[config.mk]
export PLATFORM = sky130hd
export DESIGN_NAME = keyboard_report_to_joystick_events_flat
export DESIGN_NICKNAME = d
export VERILOG_FILES = /design/src/design/krje_pkg.sv /design/src/design/krje_stream_if.sv /design/src/design/krje_dp.sv /design/src/design/krje_ctrl.sv /design/src/design/keyboard_report_to_joystick_events.sv /design/src/flat_wrapper.sv
export SDC_FILE = /design/constraint.sdc
export NUM_CORES = 1
export LEC_CHECK = 0
export ABC_AREA = 1
export BUFFER_PORTS_ARGS = -buffer_cell sky130_fd_sc_hd__buf_4
export CELL_PAD_IN_SITES_DETAIL_PLACEMENT = 1
export CELL_PAD_IN_SITES_GLOBAL_PLACEMENT = 2
export CORE_MARGIN = 5
export CORE_UTILIZATION = 35
export CTS_CLUSTER_SIZE = 16
export DETAILED_ROUTE_END_ITERATION = 7
export PLACE_DENSITY = 0.82
export RECOVER_POWER = 50
export SLEW_MARGIN = 5
export SYNTH_ARGS = -nofsm -noshare
export SYNTH_HDL_FRONTEND = slang
export SYNTH_HIERARCHICAL = 1
export SYNTH_SLANG_ARGS = --single-unit
[constraint.sdc]
create_clock -name clk -period 5.15 [get_ports clk]
set_input_delay 1.03 -clock clk [delete_from_list [all_inputs] [get_ports clk]]
set_output_delay 1.03 -clock clk [all_outputs]
set_load 0.02 [all_outputs]
[src/design/krje_pkg.sv]
package krje_pkg;

	localparam int KEY_SLOTS = 6;
	localparam int SLOT_W    = $clog2(KEY_SLOTS);
	localparam int LEN_W     = 7;
	localparam int CFG_IDX_W = 3;

	// Two header bytes precede the key slots
	localparam logic [LEN_W-1:0] MIN_REPORT_LEN = LEN_W'(2 + KEY_SLOTS);

	localparam logic [7:0] AXIS_LOW    = 8'h00;
	localparam logic [7:0] AXIS_CENTER = 8'h7f;
	localparam logic [7:0] AXIS_HIGH   = 8'hff;

	typedef enum logic [CFG_IDX_W-1:0] {
		CFG_FIRE   = 3'd0,
		CFG_X      = 3'd1,
		CFG_Y      = 3'd2,
		CFG_SELECT = 3'd3,
		CFG_START  = 3'd4
	} cfg_index_t;

	typedef enum logic [1:0] {
		EV_VERT  = 2'd0,
		EV_HORIZ = 2'd1,
		EV_BDOWN = 2'd2,
		EV_BUP   = 2'd3
	} event_kind_t;

	typedef struct packed {
		logic [LEN_W-1:0] report_length;
		logic [7:0]       key_slot_0;
		logic [7:0]       key_slot_1;
		logic [7:0]       key_slot_2;
		logic [7:0]       key_slot_3;
		logic [7:0]       key_slot_4;
		logic [7:0]       key_slot_5;
	} report_t;

	typedef struct packed {
		logic [1:0] event_kind;
		logic [7:0] event_value;
		logic       last_event;
	} joy_event_t;

	typedef struct packed {
		logic [CFG_IDX_W-1:0] index;
		logic [7:0]           data;
	} cfg_write_t;

	typedef struct packed {
		logic [7:0] fire_code;
		logic [7:0] x_code;
		logic [7:0] y_code;
		logic [7:0] select_code;
		logic [7:0] start_code;
	} button_codes_t;

	typedef struct packed {
		logic       hit;
		logic [1:0] kind;
		logic [7:0] value;
	} key_map_t;

	typedef struct packed {
		logic load;
		logic scan;
		logic flush;
	} cmd_t;

	typedef struct packed {
		logic in_long;
		logic cand_valid;
		logic pend_valid;
		logic out_free;
		logic last_step;
	} status_t;

	function automatic key_map_t map_key(input logic [7:0] code, input logic press,
			input button_codes_t codes);
		key_map_t m;
		m.hit   = 1'b1;
		m.kind  = press ? EV_BDOWN : EV_BUP;
		m.value = AXIS_CENTER;
		if (code inside {8'h52, 8'h60, 8'h1a, 8'h0c}) begin
			m.kind  = EV_VERT;
			m.value = press ? AXIS_LOW : AXIS_CENTER;
		end else if (code inside {8'h5a, 8'h51, 8'h16, 8'h0e}) begin
			m.kind  = EV_VERT;
			m.value = press ? AXIS_HIGH : AXIS_CENTER;
		end else if (code inside {8'h50, 8'h5c, 8'h04, 8'h0d}) begin
			m.kind  = EV_HORIZ;
			m.value = press ? AXIS_LOW : AXIS_CENTER;
		end else if (code inside {8'h4f, 8'h5e, 8'h07, 8'h0f}) begin
			m.kind  = EV_HORIZ;
			m.value = press ? AXIS_HIGH : AXIS_CENTER;
		end else if (code inside {8'h62, 8'h2c, 8'h35, 8'h28, 8'h3a, 8'h05}) begin
			m.value = codes.fire_code;
		end else if (code == 8'h1b) begin
			m.value = codes.x_code;
		end else if (code == 8'h1c) begin
			m.value = codes.y_code;
		end else if (code == 8'h3b) begin
			m.value = codes.select_code;
		end else if (code == 8'h3c) begin
			m.value = codes.start_code;
		end else begin
			m.hit = 1'b0;
		end
		return m;
	endfunction

endpackage

[src/design/krje_stream_if.sv]
interface krje_stream_if #(parameter type T = logic) ();
	logic valid;
	logic ready;
	T     payload;

	modport source (output valid, output payload, input ready);
	modport sink (input valid, input payload, output ready);
endinterface

[src/design/krje_dp.sv]
module krje_dp (
	input  logic                   clk,
	input  logic                   arst_n,
	input  krje_pkg::report_t      report_in,
	input  logic                   cfg_we,
	input  krje_pkg::cfg_write_t   cfg_in,
	input  krje_pkg::cmd_t         cmd,
	output krje_pkg::status_t      status,
	input  logic                   out_ready,
	output logic                   out_valid,
	output krje_pkg::joy_event_t   out_data
);

	logic [7:0]                  held_q  [krje_pkg::KEY_SLOTS];
	logic [7:0]                  fresh_q [krje_pkg::KEY_SLOTS];
	logic [krje_pkg::SLOT_W-1:0] idx_q;
	logic                        phase_q;
	krje_pkg::button_codes_t     codes_q;
	logic                        pend_valid_q;
	logic [1:0]                  pend_kind_q;
	logic [7:0]                  pend_value_q;
	logic                        out_valid_q;
	krje_pkg::joy_event_t        out_q;

	logic [7:0]          cur_key;
	logic                present;
	krje_pkg::key_map_t  mapped;
	logic                cand_valid;
	logic                out_free;
	logic                last_step;
	logic                load_out;

	// Release phase walks held keys against the new report, press phase the reverse
	always_comb begin
		cur_key = phase_q ? fresh_q[idx_q] : held_q[idx_q];
		present = 1'b0;
		for (int i = 0; i < krje_pkg::KEY_SLOTS; i++) begin
			if ((phase_q ? held_q[i] : fresh_q[i]) == cur_key) begin
				present = 1'b1;
			end
		end
	end

	assign mapped     = krje_pkg::map_key(cur_key, phase_q, codes_q);
	assign cand_valid = (cur_key != 8'h00) && !present && mapped.hit;
	assign out_free   = !out_valid_q || out_ready;
	assign last_step  = phase_q && (idx_q == krje_pkg::SLOT_W'(krje_pkg::KEY_SLOTS - 1));
	assign load_out   = pend_valid_q && ((cmd.scan && cand_valid) || cmd.flush);

	assign status.in_long    = report_in.report_length >= krje_pkg::MIN_REPORT_LEN;
	assign status.cand_valid = cand_valid;
	assign status.pend_valid = pend_valid_q;
	assign status.out_free   = out_free;
	assign status.last_step  = last_step;

	assign out_valid = out_valid_q;
	assign out_data  = out_q;

	always_ff @(posedge clk or negedge arst_n) begin
		if (!arst_n) begin
			idx_q        <= '0;
			phase_q      <= 1'b0;
			pend_valid_q <= 1'b0;
			out_valid_q  <= 1'b0;
			codes_q      <= '{fire_code: 8'd1, x_code: 8'd2, y_code: 8'd4,
				select_code: 8'd8, start_code: 8'd16};
			for (int i = 0; i < krje_pkg::KEY_SLOTS; i++) begin
				held_q[i] <= 8'h00;
			end
		end else begin
			if (cmd.load) begin
				idx_q        <= '0;
				phase_q      <= 1'b0;
				pend_valid_q <= 1'b0;
			end else if (cmd.scan) begin
				if (idx_q == krje_pkg::SLOT_W'(krje_pkg::KEY_SLOTS - 1)) begin
					idx_q   <= '0;
					phase_q <= 1'b1;
				end else begin
					idx_q <= idx_q + 1'b1;
				end
				if (cand_valid) begin
					pend_valid_q <= 1'b1;
				end
			end else if (cmd.flush) begin
				pend_valid_q <= 1'b0;
				held_q       <= fresh_q;
			end

			if (load_out) begin
				out_valid_q <= 1'b1;
			end else if (out_ready) begin
				out_valid_q <= 1'b0;
			end

			if (cfg_we) begin
				case (cfg_in.index)
					krje_pkg::CFG_FIRE:   codes_q.fire_code   <= cfg_in.data;
					krje_pkg::CFG_X:      codes_q.x_code      <= cfg_in.data;
					krje_pkg::CFG_Y:      codes_q.y_code      <= cfg_in.data;
					krje_pkg::CFG_SELECT: codes_q.select_code <= cfg_in.data;
					krje_pkg::CFG_START:  codes_q.start_code  <= cfg_in.data;
					default: ;
				endcase
			end
		end
	end

	// Hold one event back so the final one of a report can be flagged
	always_ff @(posedge clk) begin
		if (cmd.load) begin
			fresh_q[0] <= report_in.key_slot_0;
			fresh_q[1] <= report_in.key_slot_1;
			fresh_q[2] <= report_in.key_slot_2;
			fresh_q[3] <= report_in.key_slot_3;
			fresh_q[4] <= report_in.key_slot_4;
			fresh_q[5] <= report_in.key_slot_5;
		end
		if (cmd.scan && cand_valid) begin
			pend_kind_q  <= mapped.kind;
			pend_value_q <= mapped.value;
		end
		if (load_out) begin
			out_q.event_kind  <= pend_kind_q;
			out_q.event_value <= pend_value_q;
			out_q.last_event  <= cmd.flush;
		end
	end

endmodule

[src/design/krje_ctrl.sv]
module krje_ctrl (
	input  logic              clk,
	input  logic              arst_n,
	input  logic              in_valid,
	output logic              in_ready,
	input  krje_pkg::status_t status,
	output krje_pkg::cmd_t    cmd
);

	typedef enum logic [2:0] {
		ST_IDLE  = 3'b001,
		ST_SCAN  = 3'b010,
		ST_FLUSH = 3'b100
	} state_t;

	state_t state_q;
	state_t state_d;
	logic   advance;

	// A step stalls only when it must push the held event into a full output
	assign advance = !status.cand_valid || !status.pend_valid || status.out_free;

	always_comb begin
		state_d   = state_q;
		in_ready  = 1'b0;
		cmd       = '0;
		case (state_q)
			ST_IDLE: begin
				in_ready = 1'b1;
				if (in_valid && status.in_long) begin
					cmd.load = 1'b1;
					state_d  = ST_SCAN;
				end
			end
			ST_SCAN: begin
				cmd.scan = advance;
				if (advance && status.last_step) begin
					state_d = ST_FLUSH;
				end
			end
			ST_FLUSH: begin
				if (!status.pend_valid || status.out_free) begin
					cmd.flush = 1'b1;
					state_d   = ST_IDLE;
				end
			end
			default: begin
				state_d = ST_IDLE;
			end
		endcase
	end

	always_ff @(posedge clk or negedge arst_n) begin
		if (!arst_n) begin
			state_q <= ST_IDLE;
		end else begin
			state_q <= state_d;
		end
	end

endmodule

[src/design/keyboard_report_to_joystick_events.sv]
// Keyboard report to joystick events.
// report (sink): one boot keyboard report per request, a length and six key
//   slots. A report shorter than eight bytes is taken and dropped at once.
// joy_event (source): axis or button events, releases first then presses, both
//   in slot order; last_event marks the final event of a report.
// cfg (sink): button code writes, always ready, index 0 fire to 4 start.
// A full report is handled in order: an accept step, two passes of six slot
// steps (each slot compared combinationally against all six of the other set),
// and a final step to flag the last event and store the new keys. The next
// report is accepted the cycle after the final step. An event enters the output
// register at the slot step that finds the next mapped key, or at the final
// step for the last one, and can leave in the following cycle.
// One event is held back and one sits in the output register; a stalled
// receiver freezes the slot scan only when a third event needs to move.
// Reset clears the held keys and loads the default button codes 1, 2, 4, 8, 16.
module keyboard_report_to_joystick_events (
	input logic           clk,
	input logic           arst_n,
	krje_stream_if.sink   report,
	krje_stream_if.source joy_event,
	krje_stream_if.sink   cfg
);

	krje_pkg::cmd_t    cmd;
	krje_pkg::status_t status;

	assign cfg.ready = 1'b1;

	krje_ctrl u_ctrl (
		.clk      (clk),
		.arst_n   (arst_n),
		.in_valid (report.valid),
		.in_ready (report.ready),
		.status   (status),
		.cmd      (cmd)
	);

	krje_dp u_dp (
		.clk       (clk),
		.arst_n    (arst_n),
		.report_in (report.payload),
		.cfg_we    (cfg.valid),
		.cfg_in    (cfg.payload),
		.cmd       (cmd),
		.status    (status),
		.out_ready (joy_event.ready),
		.out_valid (joy_event.valid),
		.out_data  (joy_event.payload)
	);

	a_long_busy: assert property (@(posedge clk) disable iff (!arst_n)
		(report.valid && report.ready &&
			report.payload.report_length >= krje_pkg::MIN_REPORT_LEN) |=> !report.ready)
		else $error("report accepted while a long report is being scanned");

	a_short_drop: assert property (@(posedge clk) disable iff (!arst_n)
		(report.valid && report.ready &&
			report.payload.report_length < krje_pkg::MIN_REPORT_LEN) |=> report.ready)
		else $error("short report was not dropped");

	a_scan_ends: assert property (@(posedge clk) disable iff (!arst_n)
		cmd.flush |-> !cmd.scan && !cmd.load)
		else $error("flush overlaps another command");

endmodule

[src/flat_wrapper.sv]
// flat-port wrapper written by rule: the top's interface ports become plain ports
module keyboard_report_to_joystick_events_flat 
  (clk, arst_n, report_valid, report_payload, report_ready, joy_event_valid, joy_event_payload, joy_event_ready, cfg_valid, cfg_payload, cfg_ready);
  krje_stream_if #(.T(krje_pkg::report_t)) report_i ();
  krje_stream_if #(.T(krje_pkg::joy_event_t)) joy_event_i ();
  krje_stream_if #(.T(krje_pkg::cfg_write_t)) cfg_i ();
  input logic clk;
  input logic arst_n;
  input wire logic [$bits(report_i.valid)-1:0] report_valid;
  input wire logic [$bits(report_i.payload)-1:0] report_payload;
  output wire logic [$bits(report_i.ready)-1:0] report_ready;
  output wire logic [$bits(joy_event_i.valid)-1:0] joy_event_valid;
  output wire logic [$bits(joy_event_i.payload)-1:0] joy_event_payload;
  input wire logic [$bits(joy_event_i.ready)-1:0] joy_event_ready;
  input wire logic [$bits(cfg_i.valid)-1:0] cfg_valid;
  input wire logic [$bits(cfg_i.payload)-1:0] cfg_payload;
  output wire logic [$bits(cfg_i.ready)-1:0] cfg_ready;
  assign report_i.valid = report_valid;
  assign report_i.payload = report_payload;
  assign report_ready = report_i.ready;
  assign joy_event_valid = joy_event_i.valid;
  assign joy_event_payload = joy_event_i.payload;
  assign joy_event_i.ready = joy_event_ready;
  assign cfg_i.valid = cfg_valid;
  assign cfg_i.payload = cfg_payload;
  assign cfg_ready = cfg_i.ready;
  keyboard_report_to_joystick_events u_core (.clk(clk), .arst_n(arst_n), .report(report_i), .joy_event(joy_event_i), .cfg(cfg_i));
endmodule
==> impl_metrics.tcl <==
set metrics [dict create \
    regArea_mm2 0.00451 \
    antenna_cells 0 \
    grt_pass1_vias 8658 \
    max_slew.worst_pin.slew_ns 3.10 \
    io_pins 85 \
    final_nets 1425 \
    initial_core_util_pct 35.7 \
    multi_input_area_mm2 0.00420 \
    period_needed_ns 4.24 \
    via_per_inst 4.78 \
    overflow 0 \
    fin_tns_setup_ns 0 \
    drtIter0Drc 364 \
    routed-via-count 8160 \
    critical_path_class "flip-flop to flip-flop" \
    cp.arrival_ns 4.54 \
    p_leak_uw 0.00542 \
    cp_num_buf_inv 6 \
    post-place-ws_ns 0.926 \
    postCtsHoldBufs 0 \
    status "complete, but fails checks" \
    drv_slew 52 \
    hold_violations 0 \
    die_area_mm2 0.0310 \
    routed_wl_um 26700 \
    grt_max_degree 92 \
    clock_latency_ns 0.43 \
    track_usage_pct 17.7 \
    synth.most_common_cell "nand2_1" \
    cp_top_family "simple AND/OR/NAND/NOR gates" \
    hp-class "flip-flop to flip-flop" \
    final-setup-viol-count 0 \
    synthFlopType "dfrtp_1" \
    synth-warning-count 6 \
    antenna_left 0 \
    clock-sinks 166 \
    fill_cells 3405 \
    cts_resized 0 \
    cp_common_cell "nand2_1" \
    cellPowerDensity_mw_per_mm2 440 \
    drc_errors 0 \
    synth_commonest_cells "nand2_1 (508), inv_1 (145), o21ai_0 (120)" \
    cts_tree "yes" \
    cp-end-kind "flip-flop" \
    cp-start-kind "flip-flop" \
    netlist.top_cell.by_area "dfrtp_1" \
    cts_made_buffers 17 \
    seq_area_frac_synth_pct 46.7 \
    core_area_mm2 0.0270 \
    fin_skew_ns 0.0136 \
    cts_post_setup_buffers_inserted 0 \
    die_h_um 176 \
    drv_cap 1 \
    clk_pin_slew_ns 0.07 \
    synth_top_area_share_pct 23.6 \
    avgSynthCellArea_um2 7.48 \
    clock_path_buffers 2 \
    slew-limit-headroom_pct -107 \
    grt_pass1_wl_um 44400 \
    period_share_pct 82.3 \
    antenna_found_initial 0 \
    place_congestion 0.804 \
    synthToLayoutAreaGrowth_pct 14.8 \
    cts_max_level 4 \
    yosys-top-cells-area "dfrtp_1 (24%), edfxtp_1 (21%), nand2_1 (20%), o21ai_0 (6.2%), inv_1 (5.6%)" \
    async_flop_share_pct 58.4 \
    syn_area_mm2 0.00965 \
    slowest_stage "dfrtp_1" \
    die_x_um 176 \
    cp.required_ns 5.45 \
    syn_nets 1361 \
    violations "max-capacitance violations, max-slew violations" \
    peakVddDrop_mv 0.226 \
    cp_max_fo 46 \
    synthCells 1290 \
    dpl.hpwl_um 18900 \
    wl_per_cell_um 15.6 \
    synth_cell_types 37 \
    cpPeakStageDelay_ns 0.57 \
    clockRootBuffer "clkbuf_16" \
    ys_ff_latch 166 \
    fmax_ghz 0.236 \
    drive_gt1_share_pct 17.0 \
    port_buffers 80 \
    rows 60 \
    dr.pass1.iters 5 \
    rsz0062_at_grt "no" \
    synth_edf_count 69 \
    setup_ws_ns 0.913 \
]
-- state kept, by name, summed over array words and instances (netlist names) --
register,cells
u_core/u_ctrl/state_q,3
u_core/u_dp/pend_kind_q,2
u_core/u_dp/pend_value_q,8
u_core/u_dp/idx_q,3
u_core/u_dp/out_valid,1
u_core/u_dp/held_q,48
u_core/u_dp/phase_q,1
u_core/u_dp/fresh_q,48
u_core/u_dp/out_data,11
u_core/u_dp/codes_q,40
u_core/u_dp/pend_valid_q,1
-- kinds of logic (layout without fill, tap and decap cells) --
family | count (synthesis) | in the layout | synth area share (%)
simple gates | 734 | 734 | 32.7
buf+inv | 218 | 295 | 9.95
xor+xnor | 9 | 9 | 0.817
compound gates | 140 | 140 | 7.31
mux | 22 | 22 | 2.48
flops | 166 | 166 | 46.7
other cells | 1 | 1 | 0.0388
-- worst reg2reg max path, stage by stage, from the launching register on --
cell and delay [ns]:
dfrtp_1 0.57, nor2_4 0.52, nand3_1 0.14, nand2_1 0.11, inv_2 0.04, nand2_2 0.13, nand2_2 0.21, inv_2 0.15
nand2_1 0.07, nor2_2 0.19, nand2_1 0.13, nand2_4 0.14, inv_2 0.05, nand3_2 0.13, nor2_2 0.06, nand2_2 0.09
nand2_1 0.07, inv_1 0.08, nand2_1 0.05, nor2_1 0.14, nor2_1 0.14, nor2_1 0.23, nand2_2 0.12, buf_12 0.21
buf_4 0.22, nand2_1 0.06, o21ai_0 0.07
-- final timing paths --
path                                                  start                       to  slack, ns  depth (start not counted)
min in group asynchronous                            arst_n    u_core/u_dp/held_q[5]       1.63                          1
max in group asynchronous                            arst_n     u_core/u_dp/idx_q[0]       1.54                          1
worst min-delay path            u_core/u_dp/pend_value_q[3]  u_core/u_dp/out_data[4]       0.42                          0
worst max register to register         u_core/u_dp/idx_q[1]   u_core/u_dp/held_q[43]       0.91                         26
worst min register to register  u_core/u_dp/pend_value_q[3]  u_core/u_dp/out_data[4]       0.42                          0
worst max-delay path                   u_core/u_dp/idx_q[1]   u_core/u_dp/held_q[43]       0.91                         26
-- metal layers --
layer	vias up	share of wire, %	track usage [%]
met1	3924	50	24.2
li1	4151	-	-
met3	6	2.6	3.21
met2	79	47	30.3
met5	-	0	0
met4	0	0.36	2.24
-- cell type report --
class                      instances  share of cell area (%)
clock buffer                      18                    3.87
clock inverter                    14                    1.48
inverter                         167                    5.72
multi-input combinational        906                    37.8
sequential                       166                    40.7
tap                              341                    3.85
timing repair buffer              96                    6.56
-- power by group --
group,total (µW),internal (µW),switching (µW)
clock network,1320,730,585
logic,1870,555,1320
registers,1690,1590,100
-- cells in the final DEF, fill, tap and decap left out, types with 8 or more instances in the layout --
cell type    n
a21oi_1     12
buf_4       40
clkbuf_16   17
clkbuf_4    49
dfrtp_1     89
edfxtp_1    69
inv_1      145
inv_2       19
mux2_2      15
nand2_1    507
nand2_2     36
nand3_1     63
nand3b_1    11
nand4_1      8
nor2_1      67
nor3_1       8
o21ai_0    120
or2_2        8
xor2_1       9
-- stage by stage --
step           util [%]  hold WS [ns]  cell area [µm²]  instances  power [µW]
3_3_place_gp       38.9         0.402            10500       1676        3570
3_5_place_dp       38.9         0.406            10500       1676        3610
2_1_floorplan         -         0.400             9650       1290        3150
5_1_grt            41.0         0.425            11100       1708        5290
4_1_cts            41.1         0.419            11100       1708        4970
6_report           41.0         0.417            11100       1708        4880
No activity file was read; power rests on OpenSTA's default activity.
